$ cat config.mk
export PLATFORM = sky130hd
export DESIGN_NAME = quoted_string_unescaper_top
export DESIGN_NICKNAME = d
export VERILOG_FILES = /design/src/rtl/qsu_pkg.sv /design/src/rtl/quoted_string_unescaper_top.sv /design/src/rtl/qsu_decode.sv /design/src/rtl/qsu_outq.sv
export SDC_FILE = /design/constraint.sdc
export NUM_CORES = 1
export LEC_CHECK = 0
export ABC_AREA = 0
export BUFFER_PORTS_ARGS = -buffer_cell sky130_fd_sc_hd__buf_2
export CAP_MARGIN = 10
export CORE_UTILIZATION = 60
export CTS_BUF_LIST = sky130_fd_sc_hd__clkbuf_4
export DETAILED_ROUTE_END_ITERATION = 7
export HOLD_SLACK_MARGIN = 0.02
export PLACE_DENSITY = 0.76
export SETUP_SLACK_MARGIN = 0.02
export SYNTH_ARGS = -nofsm -noshare
export SYNTH_HDL_FRONTEND = slang
export SYNTH_HIERARCHICAL = 1
export SYNTH_SLANG_ARGS = --single-unit
$ cat constraint.sdc
create_clock -name i_clk -period 8.5 [get_ports i_clk]
set_input_delay 1.275 -clock i_clk [delete_from_list [all_inputs] [get_ports i_clk]]
set_output_delay 1.275 -clock i_clk [all_outputs]
set_load 0.02 [all_outputs]
$ cat src/rtl/qsu_pkg.sv
// Shared types, codes and helper functions for the quoted string unescaper.
package qsu_pkg;

    // Input mode codes
    localparam logic [1:0] MODE_OPEN    = 2'd0;
    localparam logic [1:0] MODE_CONTENT = 2'd1;
    localparam logic [1:0] MODE_END     = 2'd2;

    // Escape characters and the control codes they stand for
    localparam logic [7:0] CH_BSLASH = 8'h5C;
    localparam logic [7:0] CH_LC_B   = 8'h62;
    localparam logic [7:0] CH_LC_F   = 8'h66;
    localparam logic [7:0] CH_LC_N   = 8'h6E;
    localparam logic [7:0] CH_LC_R   = 8'h72;
    localparam logic [7:0] CH_LC_T   = 8'h74;
    localparam logic [7:0] CH_LC_X   = 8'h78;
    localparam logic [7:0] CH_UC_X   = 8'h58;
    localparam logic [7:0] CC_BS     = 8'h08;
    localparam logic [7:0] CC_FF     = 8'h0C;
    localparam logic [7:0] CC_LF     = 8'h0A;
    localparam logic [7:0] CC_CR     = 8'h0D;
    localparam logic [7:0] CC_TAB    = 8'h09;

    // Octal escapes end after this many digits
    localparam logic [1:0] OCT_MAX_DIGITS = 2'd3;

    // One result beat
    typedef struct packed {
        logic [7:0] data_byte;
        logic       has_byte;
        logic       last;
    } t_beat;

    // Results of one decoded item: zero, one or two beats
    typedef struct packed {
        logic [1:0] num;
        t_beat      beat0;
        t_beat      beat1;
    } t_step_res;

    // Hex digit test and value: {is_digit, value}
    function automatic logic [4:0] hex_digit(input logic [7:0] c);
        logic [4:0] res;
        res = 5'd0;
        if (c >= 8'h30 && c <= 8'h39) begin
            res = {1'b1, 4'(c - 8'h30)};
        end else if (c >= 8'h61 && c <= 8'h66) begin
            res = {1'b1, 4'(c - 8'h57)};
        end else if (c >= 8'h41 && c <= 8'h46) begin
            res = {1'b1, 4'(c - 8'h37)};
        end
        return res;
    endfunction

    // Octal digit test: '0' through '7'
    function automatic logic is_oct(input logic [7:0] c);
        return (c[7:3] == 5'b00110);
    endfunction

endpackage

$ cat src/rtl/quoted_string_unescaper_top.sv
// Top level of the quoted string unescaper: input register, decoder, result queue.
//
// Decodes a quoted string one byte per beat. An opening beat (mode 0) sets the
// terminator; content beats (mode 1) produce decoded bytes, with C-style escapes
// (\b \f \n \r \t, \x hex, up to three octal digits) resolved; an end beat (mode 2)
// flushes a pending value and closes the string. Each beat gives zero, one or two
// result beats; last marks the close. Input beats are taken one per cycle while
// the result queue has room: a beat is held in the input register, decoded from
// there, and its results land in a four-entry queue. Input stalls only while that
// queue holds more than two beats, so a sustained rate of one beat per cycle holds
// as long as the sink takes results as fast as they come. The first result of a
// beat passes the input register and the queue before it is valid at the output.
module quoted_string_unescaper_top
    import qsu_pkg::*;
(
    input  logic       i_clk,
    input  logic       i_rst_n,
    input  logic       i_valid,
    output logic       o_in_ready,
    input  logic [1:0] i_mode,
    input  logic [7:0] i_char_in,
    output logic       o_out_valid,
    input  logic       i_out_ready,
    output logic [7:0] o_data_byte,
    output logic       o_has_byte,
    output logic       o_last
);

    logic       r_in_valid;
    logic [1:0] r_in_mode;
    logic [7:0] r_in_char;
    logic       space;
    logic       step;
    t_step_res  res;
    t_beat      beat;

    assign step       = r_in_valid && space;
    assign o_in_ready = !r_in_valid || space;

    // Hold the accepted beat until the decoder takes it
    always_ff @(posedge i_clk) begin
        if (!i_rst_n) begin
            r_in_valid <= 1'b0;
        end else if (i_valid && o_in_ready) begin
            r_in_valid <= 1'b1;
        end else if (step) begin
            r_in_valid <= 1'b0;
        end
    end

    always_ff @(posedge i_clk) begin
        if (i_valid && o_in_ready) begin
            r_in_mode <= i_mode;
            r_in_char <= i_char_in;
        end
    end

    qsu_decode u_decode (
        .i_clk     (i_clk),
        .i_rst_n   (i_rst_n),
        .i_step    (step),
        .i_mode    (r_in_mode),
        .i_char_in (r_in_char),
        .o_res     (res)
    );

    qsu_outq u_outq (
        .i_clk   (i_clk),
        .i_rst_n (i_rst_n),
        .i_res   (res),
        .o_space (space),
        .o_beat  (beat),
        .o_valid (o_out_valid),
        .i_ready (i_out_ready)
    );

    assign o_data_byte = beat.data_byte;
    assign o_has_byte  = beat.has_byte;
    assign o_last      = beat.last;

    // A held beat that is not decoded stays held
    a_in_hold: assert property (@(posedge i_clk) disable iff (!i_rst_n)
        (r_in_valid && !step) |=> (r_in_valid && $stable(r_in_mode) && $stable(r_in_char)))
        else $error("input beat dropped before decode");

    // Decoder results only come from a held beat
    a_res_src: assert property (@(posedge i_clk) disable iff (!i_rst_n)
        (res.num != 2'd0) |-> step)
        else $error("result without a decoded beat");

    // A beat without a byte carries zero data and marks the close
    a_zero_data: assert property (@(posedge i_clk) disable iff (!i_rst_n)
        (o_out_valid && !o_has_byte) |-> (o_data_byte == 8'd0 && o_last))
        else $error("empty result beat is malformed");

endmodule

$ cat src/rtl/qsu_decode.sv
// Escape decoder: parse state and the result beats of one registered byte.
module qsu_decode
    import qsu_pkg::*;
(
    input  logic       i_clk,
    input  logic       i_rst_n,
    input  logic       i_step,
    input  logic [1:0] i_mode,
    input  logic [7:0] i_char_in,
    output t_step_res  o_res
);

    localparam logic [2:0] PH_IDLE = 3'd0;
    localparam logic [2:0] PH_BODY = 3'd1;
    localparam logic [2:0] PH_ESC  = 3'd2;
    localparam logic [2:0] PH_HEX  = 3'd3;
    localparam logic [2:0] PH_OCT  = 3'd4;

    logic [2:0] r_phase, n_phase;
    logic [7:0] r_quote, n_quote;
    logic [7:0] r_esc_val, n_esc_val;
    logic [1:0] r_oct_cnt, n_oct_cnt;

    t_step_res  res;
    t_beat      body_beat;
    logic       body_emit;
    logic [2:0] body_phase;
    t_beat      val_beat;
    logic [4:0] hd;
    logic [1:0] oct_inc;

    // Handle a byte as ordinary string body
    always_comb begin
        body_beat = '{data_byte: 8'd0, has_byte: 1'b0, last: 1'b0};
        body_emit = 1'b0;
        if (i_char_in == r_quote) begin
            body_beat.last = 1'b1;
            body_emit      = 1'b1;
            body_phase     = PH_IDLE;
        end else if (i_char_in == CH_BSLASH) begin
            body_phase     = PH_ESC;
        end else begin
            body_beat = '{data_byte: i_char_in, has_byte: 1'b1, last: 1'b0};
            body_emit      = 1'b1;
            body_phase     = PH_BODY;
        end
    end

    assign val_beat = '{data_byte: r_esc_val, has_byte: 1'b1, last: 1'b0};
    assign hd       = hex_digit(i_char_in);
    assign oct_inc  = r_oct_cnt + 2'd1;

    // Next state and result beats for the current byte
    always_comb begin
        res       = '0;
        n_phase   = r_phase;
        n_quote   = r_quote;
        n_esc_val = r_esc_val;
        n_oct_cnt = r_oct_cnt;
        if (i_step) begin
            if (i_mode == MODE_OPEN) begin
                n_quote   = i_char_in;
                n_esc_val = 8'd0;
                n_oct_cnt = 2'd0;
                n_phase   = PH_BODY;
            end else if (i_mode == MODE_END) begin
                if (r_phase == PH_HEX || r_phase == PH_OCT) begin
                    res.num   = 2'd2;
                    res.beat0 = val_beat;
                    res.beat1 = '{data_byte: 8'd0, has_byte: 1'b0, last: 1'b1};
                end else if (r_phase == PH_BODY || r_phase == PH_ESC) begin
                    res.num   = 2'd1;
                    res.beat0 = '{data_byte: 8'd0, has_byte: 1'b0, last: 1'b1};
                end
                if (r_phase != PH_IDLE && r_phase <= PH_OCT) begin
                    n_phase   = PH_IDLE;
                    n_esc_val = 8'd0;
                    n_oct_cnt = 2'd0;
                end
            end else if (i_mode == MODE_CONTENT) begin
                unique case (r_phase)
                    PH_BODY: begin
                        res.num   = {1'b0, body_emit};
                        res.beat0 = body_beat;
                        n_phase   = body_phase;
                    end
                    PH_ESC: begin
                        n_esc_val = 8'd0;
                        n_oct_cnt = 2'd0;
                        n_phase   = PH_BODY;
                        res.num   = 2'd1;
                        res.beat0 = '{data_byte: i_char_in, has_byte: 1'b1, last: 1'b0};
                        case (i_char_in)
                            CH_LC_B: res.beat0.data_byte = CC_BS;
                            CH_LC_F: res.beat0.data_byte = CC_FF;
                            CH_LC_N: res.beat0.data_byte = CC_LF;
                            CH_LC_R: res.beat0.data_byte = CC_CR;
                            CH_LC_T: res.beat0.data_byte = CC_TAB;
                            CH_LC_X, CH_UC_X: begin
                                res.num = 2'd0;
                                n_phase = PH_HEX;
                            end
                            default: begin
                                if (is_oct(i_char_in)) begin
                                    res.num   = 2'd0;
                                    n_esc_val = {5'd0, i_char_in[2:0]};
                                    n_oct_cnt = 2'd1;
                                    n_phase   = PH_OCT;
                                end
                            end
                        endcase
                    end
                    PH_HEX: begin
                        if (hd[4]) begin
                            n_esc_val = {r_esc_val[3:0], hd[3:0]};
                        end else begin
                            res.num   = {body_emit, ~body_emit};
                            res.beat0 = val_beat;
                            res.beat1 = body_beat;
                            n_esc_val = 8'd0;
                            n_phase   = body_phase;
                        end
                    end
                    PH_OCT: begin
                        if (is_oct(i_char_in)) begin
                            n_esc_val = {r_esc_val[4:0], i_char_in[2:0]};
                            n_oct_cnt = oct_inc;
                            if (oct_inc == OCT_MAX_DIGITS) begin
                                res.num   = 2'd1;
                                res.beat0 = '{data_byte: n_esc_val, has_byte: 1'b1,
                                              last: 1'b0};
                                n_esc_val = 8'd0;
                                n_oct_cnt = 2'd0;
                                n_phase   = PH_BODY;
                            end
                        end else begin
                            res.num   = {body_emit, ~body_emit};
                            res.beat0 = val_beat;
                            res.beat1 = body_beat;
                            n_esc_val = 8'd0;
                            n_oct_cnt = 2'd0;
                            n_phase   = body_phase;
                        end
                    end
                    default: ;
                endcase
            end
        end
    end

    // Advance parse state
    always_ff @(posedge i_clk) begin
        if (!i_rst_n) begin
            r_phase   <= PH_IDLE;
            r_quote   <= 8'd0;
            r_esc_val <= 8'd0;
            r_oct_cnt <= 2'd0;
        end else begin
            r_phase   <= n_phase;
            r_quote   <= n_quote;
            r_esc_val <= n_esc_val;
            r_oct_cnt <= n_oct_cnt;
        end
    end

    assign o_res = res;

    // Gathered value is clear whenever no escape is open
    a_val_clear: assert property (@(posedge i_clk) disable iff (!i_rst_n)
        (r_phase == PH_IDLE || r_phase == PH_BODY) |-> (r_esc_val == 8'd0 && r_oct_cnt == 2'd0))
        else $error("escape value left over outside an escape");

    // An open octal escape holds one or two digits
    a_oct_cnt: assert property (@(posedge i_clk) disable iff (!i_rst_n)
        (r_phase == PH_OCT) |-> (r_oct_cnt == 2'd1 || r_oct_cnt == 2'd2))
        else $error("octal digit count out of range");

    // With two beats the first is a plain data byte
    a_two_beats: assert property (@(posedge i_clk) disable iff (!i_rst_n)
        (o_res.num == 2'd2) |-> (o_res.beat0.has_byte && !o_res.beat0.last))
        else $error("first of two beats is not a data byte");

    // Beats taken while idle give nothing, opening beats included
    a_idle_quiet: assert property (@(posedge i_clk) disable iff (!i_rst_n)
        (r_phase == PH_IDLE) |-> (o_res.num == 2'd0))
        else $error("result while idle");

endmodule

$ cat src/rtl/qsu_outq.sv
// Four-entry result queue: takes up to two beats a cycle, hands out one.
module qsu_outq
    import qsu_pkg::*;
(
    input  logic      i_clk,
    input  logic      i_rst_n,
    input  t_step_res i_res,
    output logic      o_space,
    output t_beat     o_beat,
    output logic      o_valid,
    input  logic      i_ready
);

    t_beat      r_mem [4];
    logic [1:0] r_wp, n_wp;
    logic [1:0] r_rp, n_rp;
    logic [2:0] r_cnt, n_cnt;
    logic       rd;

    assign rd      = o_valid && i_ready;
    assign o_valid = (r_cnt != 3'd0);
    assign o_beat  = r_mem[r_rp];
    assign o_space = (r_cnt <= 3'd2);

    // Advance pointers and fill level
    always_comb begin
        n_wp  = r_wp + i_res.num;
        n_rp  = r_rp + {1'b0, rd};
        n_cnt = r_cnt + {1'b0, i_res.num} - {2'b00, rd};
    end

    // Store incoming beats
    always_ff @(posedge i_clk) begin
        if (i_res.num != 2'd0) begin
            r_mem[r_wp] <= i_res.beat0;
        end
        if (i_res.num == 2'd2) begin
            r_mem[r_wp + 2'd1] <= i_res.beat1;
        end
    end

    always_ff @(posedge i_clk) begin
        if (!i_rst_n) begin
            r_wp  <= 2'd0;
            r_rp  <= 2'd0;
            r_cnt <= 3'd0;
        end else begin
            r_wp  <= n_wp;
            r_rp  <= n_rp;
            r_cnt <= n_cnt;
        end
    end

    // Never overfill
    a_no_overflow: assert property (@(posedge i_clk) disable iff (!i_rst_n)
        r_cnt <= 3'd4)
        else $error("result queue overflow");

    // Writes arrive only with room for two beats
    a_write_room: assert property (@(posedge i_clk) disable iff (!i_rst_n)
        (i_res.num != 2'd0) |-> (r_cnt <= 3'd2))
        else $error("write into full result queue");

    // Pointer distance matches fill level
    a_ptr_cnt: assert property (@(posedge i_clk) disable iff (!i_rst_n)
        (r_wp - r_rp) == r_cnt[1:0])
        else $error("queue pointers disagree with count");

endmodule

==> results of run 1 <==
## registers in the layout, indices dropped and copies added, names as in the netlist
register and flops:
r_in_char 8, r_in_mode 2, r_in_valid 1, u_decode/r_esc_val 8
u_decode/r_oct_cnt 2, u_decode/r_phase 3, u_decode/r_quote 8, u_outq/r_cnt 3
u_outq/r_mem 40, u_outq/r_rp 2, u_outq/r_wp 2
## critical path, delay by kind of cell, from the launching register on
kind                     cells  cell delay, ns
buffers and inverters        2            0.27
AND/OR/NAND/NOR              2            0.29
AO/OA/AOI/OAI                5            2.37
flip-flops                   1            0.60
adder cells (fa/ha/maj)      1            0.20
## per-layer routing
metal	vias to the layer above	wire, um
li1	1706	-
met1	1810	4810
met2	140	5860
met3	34	676
met4	0	333
met5	-	0
## final cells by class
| type | instances | area, sq um | share of cell area |
|---|---|---|---|
| clock inverter | 7 | 45.0 | 0.00859 |
| timing repair buffer | 26 | 133 | 0.0253 |
| multi-input combinational | 330 | 2740 | 0.522 |
| clock buffer | 9 | 67.6 | 0.0129 |
| tap | 102 | 128 | 0.0243 |
| inverter | 14 | 52.6 | 0.0100 |
| sequential | 79 | 2080 | 0.397 |
## power breakdown
part | switching [W] | leakage [nW] | internal [W]
Clock | 0.000137 | 0.0649 | 0.0000603
Sequential | 0.0000341 | 0.702 | 0.000418
Combinational | 0.0000813 | 1.11 | 0.0000835
## synthesized netlist by cell type (6+ instances only)
cell type  number  share of area
edfxtp_1       50           0.30
nand2_1        33          0.025
nor2_1         31          0.023
mux2_4         30          0.090
dfxtp_1        29           0.12
a21oi_1        19          0.019
o21ai_0        15          0.015
inv_1          14          0.011
mux2i_1        12          0.024
and2_1         11          0.014
mux2_1         10          0.023
mux4_2         10          0.045
nand2b_1       10          0.013
nand3_1        10          0.010
buf_2           9         0.0090
ha_1            9          0.023
xor2_1          9          0.016
clkbuf_1        8         0.0060
nor3_1          7         0.0070
a22oi_1         6         0.0090
nor2b_1         6         0.0075
## cells by family after synthesis
group                      count (synthesis)  share of synthesized area
AOI/OAI and AO/OA                         94                      0.139
xor gates and xnor gates                  13                     0.0283
adders and majority gates                 10                     0.0265
buffers and inverters                     37                     0.0368
DFF                                       79                      0.416
muxes                                     62                      0.182
and+or+nand+nor                          151                      0.171
## through the flow
stage	instances	utilization	total power, W	hold slack [ns]	setup WS [ns]
floorplan	446	-	0.000584	0.455	5.15
global placement	551	0.651	0.000622	0.480	4.68
detailed placement	551	0.651	0.000627	0.484	4.51
CTS	567	0.665	0.000819	0.502	4.45
global route	567	0.665	0.000852	0.537	4.09
finish	567	0.665	0.000814	0.500	4.39
## path summary, 6_finish.rpt
check	end
min	u_decode/r_oct_cnt[0]
min reg2reg	u_decode/r_oct_cnt[0]
max reg2reg	u_outq/r_mem[0][1]
max	u_outq/r_mem[0][1]
==> results.md, run 1 <==
STA:
- The peak clock frequency supported by timing is about 240 MHz.
- The final count of pins violating max slew was 0.
- Setup repair after global routing left no endpoint under its margin.
- For the pin with the worst max-slew slack, the measured transition is roughly 1.1 ns.
- Measured against its own limit, the worst slew margin works out to 0.280.
- The final setup violation count is 0.
- The hold violation count in the final report was 0.
- The worst path needs between 4 and 5 ns of the cycle, external delays included.
- Dividing the final minimum period by the clock period gives 0.484.
- Between clock sinks in the finished design, the worst skew comes to around 0.019 ns.
- The setup TNS is 0 ns.

CTS:
- The number of buffers inserted by post-CTS setup repair is 0.
- The number of resized instances in the post-cts repair step is 0.
- The clock tree root buffer cell is clkbuf_4.
- CTS saw 79 sinks.
- Buffers inserted during clock tree synthesis total 9.
- The clock tree from TritonCTS is built.
- The clock input transition at the sequential cells of the worst setup and hold paths is around 0.13 ns.
- The largest buffer count on any clock path is 2.
- The number of hold buffers added after CTS was 0.
- The H-tree was split into 3 levels.
- Clock latency on the worst-skew pair, taken at its later pin, is 0.44 ns.

Setup path:
- The data arrival at the endpoint of the critical path is 4.17 ns.
- Tracing the worst setup path back leads to its startpoint at r_in_char[0].
- Measured in cells, the most critical reg-to-reg path has a length of 10.
- The worst setup path is captured at a flip-flop.
- The biggest cell delay along the critical path is ~0.86 ns.
- At the worst endpoint, the required time is about 8.6 ns.
- The reg-to-reg critical path startpoint is r_in_char[0].
- The setup check on the worst reg-to-reg path leaves a slack of 4.39 ns.
- The largest fanout of any net on the critical path is 13.
- The critical path startpoint category is a flip-flop.
- The slowest library cell on the worst path is a21oi_1.
- The category of the most critical setup path is flip-flop to flip-flop.
- Traced cell by cell, the critical path runs through inv_1 > ha_1 > inv_1 > o311ai_2 > a32oi_2 > nand2_1 > o21bai_1 > a21oi_1 > nor2_1 > a21oi_1.

Placed design:
- The HPWL after detailed placement is between 8 and 9 mm.
- The number of buffers inserted by port buffering is 25.
- After detailed placement, the total cell area comes to 5130 sq um.
- At the end of routability-driven placement, the weighted congestion stood at 0.983.

Global routing:
- For met3 alone, demand over resource in global routing was 0.0528.
- The met2 track utilization from global routing is 0.495.
- The met1 routing resource usage after global routing is 0.358.
- The most heavily used metal layer in global routing is met2.
- The largest net degree at the start of global routing is 21.
- The initial antenna violation count is 0.
- The first-pass GRT wire length is 18.9 mm.
- The via count of the first global-routing pass is ~3600.
- Across every metal layer, demand over resource in global routing totals 0.286.
- Summed over all layers, the global routing overflow is 0.

Power and ir drop:
- The leakage component of the power is 1.88 nW.
- The power density relative to cell area is 155 nW/um^2.
- The maximum resistive drop on vdd is between 80 and 90 uV.

Route:
- The violation count after the first detailed-routing iteration is 270.
- The final routed wire length divided by cell count is slightly above 20 um.
- In the routed design, unresolved DRC markers number 0.
- The via count normalized by instance count is 6.51.
- The via count of the routed design is ~3700.
- The iteration count of the initial detailed-routing pass is 6.
- In this run the remaining antenna-violating nets after routing total 0.
- For this block, the routed nets add up to roughly 12 mm of wire.

Min path:
- The class of the most critical hold timing path is flip-flop to flip-flop.
- The beginning of the worst hold path is u_decode/r_oct_cnt[0].
- The worst hold path passes through 2 cells.

Floorplanning:
- The die span in x is 93.3 um.
- The area of the die is 8710 sq um.
- 26 I/O pins were placed.
- The floorplan step set the die height to approximately 93 um.
- The floorplan row count is 32.
- The standard cell core area is 7890 sq um.
- For this configuration, the core starts out at a cell density of 0.634.

Synthesis:
- The synthesized area per cell is between 10 and 15 sq um.
- The post-synthesis instance area is 5000 sq um.
- Synthesis produced a netlist whose cell count is between 400 and 500.
- During synthesis, Yosys emitted a total of 6 warnings.
- After synthesis, the netlist uses 79 different library cells.
- Of the synthesized area, sequential elements account for 0.416.
- The number of register bits inferred by synthesis is between 70 and 80.
- The share of flip-flops with an asynchronous set or reset is 0.
- The synthesized net count is 470.
- The most used flip-flop cell after synthesis is edfxtp_1.
- In this run, synthesis inferred 50 flip-flops with an integrated enable.

Cells and area:
- The top cell types in the final layout, fill and taps aside, are 50 x edfxtp_1, 33 x nand2_1, 31 x nor2_1.
- The final-layout fill cell count is 580.
- Compared with the post-synthesis result, the final layout area differs by 4.83%.
- In the final layout, the share of cells above drive strength 1 is 0.219.
- The summed area of non-filler cells in the final layout is 5240 sq um.
- The repair_antennas step left the layout with diodes totalling 0.
- The commonest non-fill, non-tap cell in the layout is edfxtp_1.
- For this run, the post-layout net count is approximately 480.

Run status:
- The run finished with clean final reports.

Run:
- The tool flagged a number of max-cap violations equal to 0.
Note: power is estimated with default switching activity, not from simulation.
==> run 2, diff against run 1 <==
Clock period 8.5 ns to 3.84 ns, I/O delays scaled along.
==> run 2 against run 1 <==
- clock power rose to 2.9 times the previous value
- worst hold slack got worse by 0.18 ns
- utilization rose by 2.5 points
- sequential power rose by 120%
- clock skew is 0.0040 ns higher
- die area stayed put
- first-iteration DRC count is 13% higher
- sequential share of layout area fell by 1.4 points
- combinational power is 140% higher
- critical endpoint is now u_outq/r_mem[3][3]
- total power increased by 140%
- largest cell class unchanged
- design area up 3.7%
- flip-flop and latch count unchanged
==> results.md, run 2 (synthesis results as in run 1) <==
STA:
- The final count of pins violating max slew is 0.
- For this run, the top clock speed supported by timing is approximately 270 MHz.
- Dividing the final minimum period by the clock period gives 0.950.
- After routing, the total negative slack on setup checks comes to 0 ns.
- The hold violation count in the final report is 0.
- For the pin with the worst max-slew slack, the measured transition is 0.951 ns.
- Counting I/O delays and the setup requirement, the final critical path takes between 3 and 4 ns.
- Headroom to the max-slew limit came out at 0.363.
- The final setup violation count is 0.
- Setup repair after global routing left no endpoint under its margin.
- The clock skew is around 0.023 ns.

CTS:
- The clock tree root buffer cell is clkbuf_4.
- The number of hold buffers added after CTS was 0.
- The total number of H-tree levels is 3.
- The count of clock tree sinks is 79.
- After clock tree synthesis, the clock-pin slew on the worst setup and hold paths is 0.14 ns.
- The number of clock buffers added by TritonCTS is 9.
- Once the clock tree was built, the setup fixing pass inserted 0 buffers.
- TritonCTS built the clock tree.
- After clock tree synthesis, the repair step resized 0 gates.
- The largest buffer count on any clock path is 2.
- The clock reaches the later pin of the worst-skew pair after 0.42 ns.

Floorplanning:
- The floorplan row count is 32.
- From left edge to right edge, the die measures 93.3 um.
- The I/O pin count is 26.
- The standard cell core area is slightly below 8000 sq um.
- For this configuration, the core starts out at a cell density of 0.634.
- The die covers 8710 sq um.
- The die is a little over 90 um tall.

Route:
- The detail route stage leaves a number of antenna-violating nets equal to 0.
- In the final routed layout, each cell accounts on average for around 21 um.
- The via count normalized by instance count is 6.42.
- The iteration count of the initial detailed-routing pass is 5.
- The final layout contains routed wiring with a total length of around 12 mm.
- The DRC violations left is 0.
- For this block, the initial DRC count from the detailed router was 306.
- The detailed router placed 3760 vias in this run.

Cells and area:
- The commonest non-fill, non-tap cell in the layout is edfxtp_1.
- The summed area of non-filler cells in the final layout is approximately 5400 sq um.
- Of the cells placed in the final design, the portion with a size suffix greater than 1 is 0.252.
- The register with the most flip-flops in the layout has 40 of them.
- Ranked by flip-flop count, first place goes to u_outq/r_mem.
- The diode insertion count for antenna repair is 0.
- The final layout contains 503 nets.
- In the layout the commonest cells are 50 x edfxtp_1, 33 x nand2_1, 31 x nor2_1.
- The area growth from synthesis to layout is 8.73%.

Run:
- The max-capacitance violation count is 0.

Global routing:
- The overall global routing resource usage is 0.301.
- The first global-routing pass estimated approximately 20 mm of wire.
- Entering global routing, the biggest net connects 21 pins.
- The initial antenna violation count was 0.
- The overflow left after global routing is 0.
- The via count of the first global-routing pass came to around 3700.

Power and ir drop:
- The leakage component of the power is 1.99 nW.
- Across the VDD grid, the largest voltage drop is a little over 200 uV.
- The power density relative to cell area is 360 nW/um^2.

Min path:
- Along the worst hold path, the cell count comes to 1.
- The path class of the tightest hold or removal check is input port to flip-flop.

Setup path:
- The largest fanout of any net on the critical path is 10.
- STA classifies the critical path startpoint as a flip-flop.
- Measured in cells, the most critical reg-to-reg path has a length of 10.
- The category of the most critical setup path is flip-flop to flip-flop.
- For the worst setup path, the data required time is about 4 ns.
- The type of element capturing the critical path is a flip-flop.
- The data arrival at the endpoint of the critical path is 3.81 ns.

Placed design:
- Buffers placed on the I/O ports in this run total 25.
- The weighted congestion at the end of routability-driven global placement is 0.970.
- The placed instance area is 5270 sq um.
- After legalization and detailed placement, the total HPWL measured between 9 and 10 mm.

Run status:
- The flow ran to the end, and the final reports show no timing, DRC or antenna violations.
==> run 2: stage by stage <==
| step | worst slack, ns | instances | util | total power (W) | hold slack, ns |
|---|---|---|---|---|---|
| after floorplan | 0.491 | 446 | - | 0.00129 | 0.455 |
| after global placement | 0.439 | 570 | 0.669 | 0.00139 | 0.468 |
| after detailed placement | 0.302 | 570 | 0.669 | 0.00140 | 0.477 |
| after CTS | 0.245 | 586 | 0.690 | 0.00197 | 0.294 |
| after global routing | 0.0399 | 586 | 0.690 | 0.00204 | 0.294 |
| final | 0.192 | 586 | 0.690 | 0.00196 | 0.324 |
==> run 2: layout make-up <==
cell class	instances	area [sq um]
clock buffer	11	82.6
clock inverter	5	82.6
fill	589	2450
inverter	14	52.6
multi-input combinational	330	2740
sequential	79	2080
tap	102	128
timing repair buffer	45	275
==> run 2: path summary, 6_finish.rpt <==
kind,start,end,slack [ns]
max,r_in_char[0],u_outq/r_mem[3][3],0.19
min,i_mode[1],r_in_mode[1],0.32
max reg2reg,r_in_char[0],u_outq/r_mem[3][3],0.19
min reg2reg,u_decode/r_oct_cnt[0],u_decode/r_oct_cnt[0],0.50
==> run 2: power breakdown <==
part | switching, W | leakage (nW) | internal [W]
clock | 0.000298 | 0.0876 | 0.000281
combinational | 0.000197 | 1.20 | 0.000192
sequential | 0.0000630 | 0.702 | 0.000926
total | 0.000558 | 1.99 | 0.00140
==> run 2: critical path: stages (launching register included) <==
cell and delay (ns):
edfxtp_1 0.52, inv_1 0.15, ha_1 0.19, o21bai_1 0.08, a21o_1 0.28, a32oi_2 0.41
nand2_1 0.14, o21bai_1 0.16, a21oi_1 0.25, and4bb_1 0.83, mux2_4 0.36
==> run 2: metal layers <==
metal / up-vias / track usage / share of wire
met3: 34 / 0.0382 / 0.054
li1: 1750 / - / -
met5: - / 0 / 0
met4: 0 / 0.0974 / 0.026
met1: 1799 / 0.383 / 0.42
met2: 177 / 0.529 / 0.50
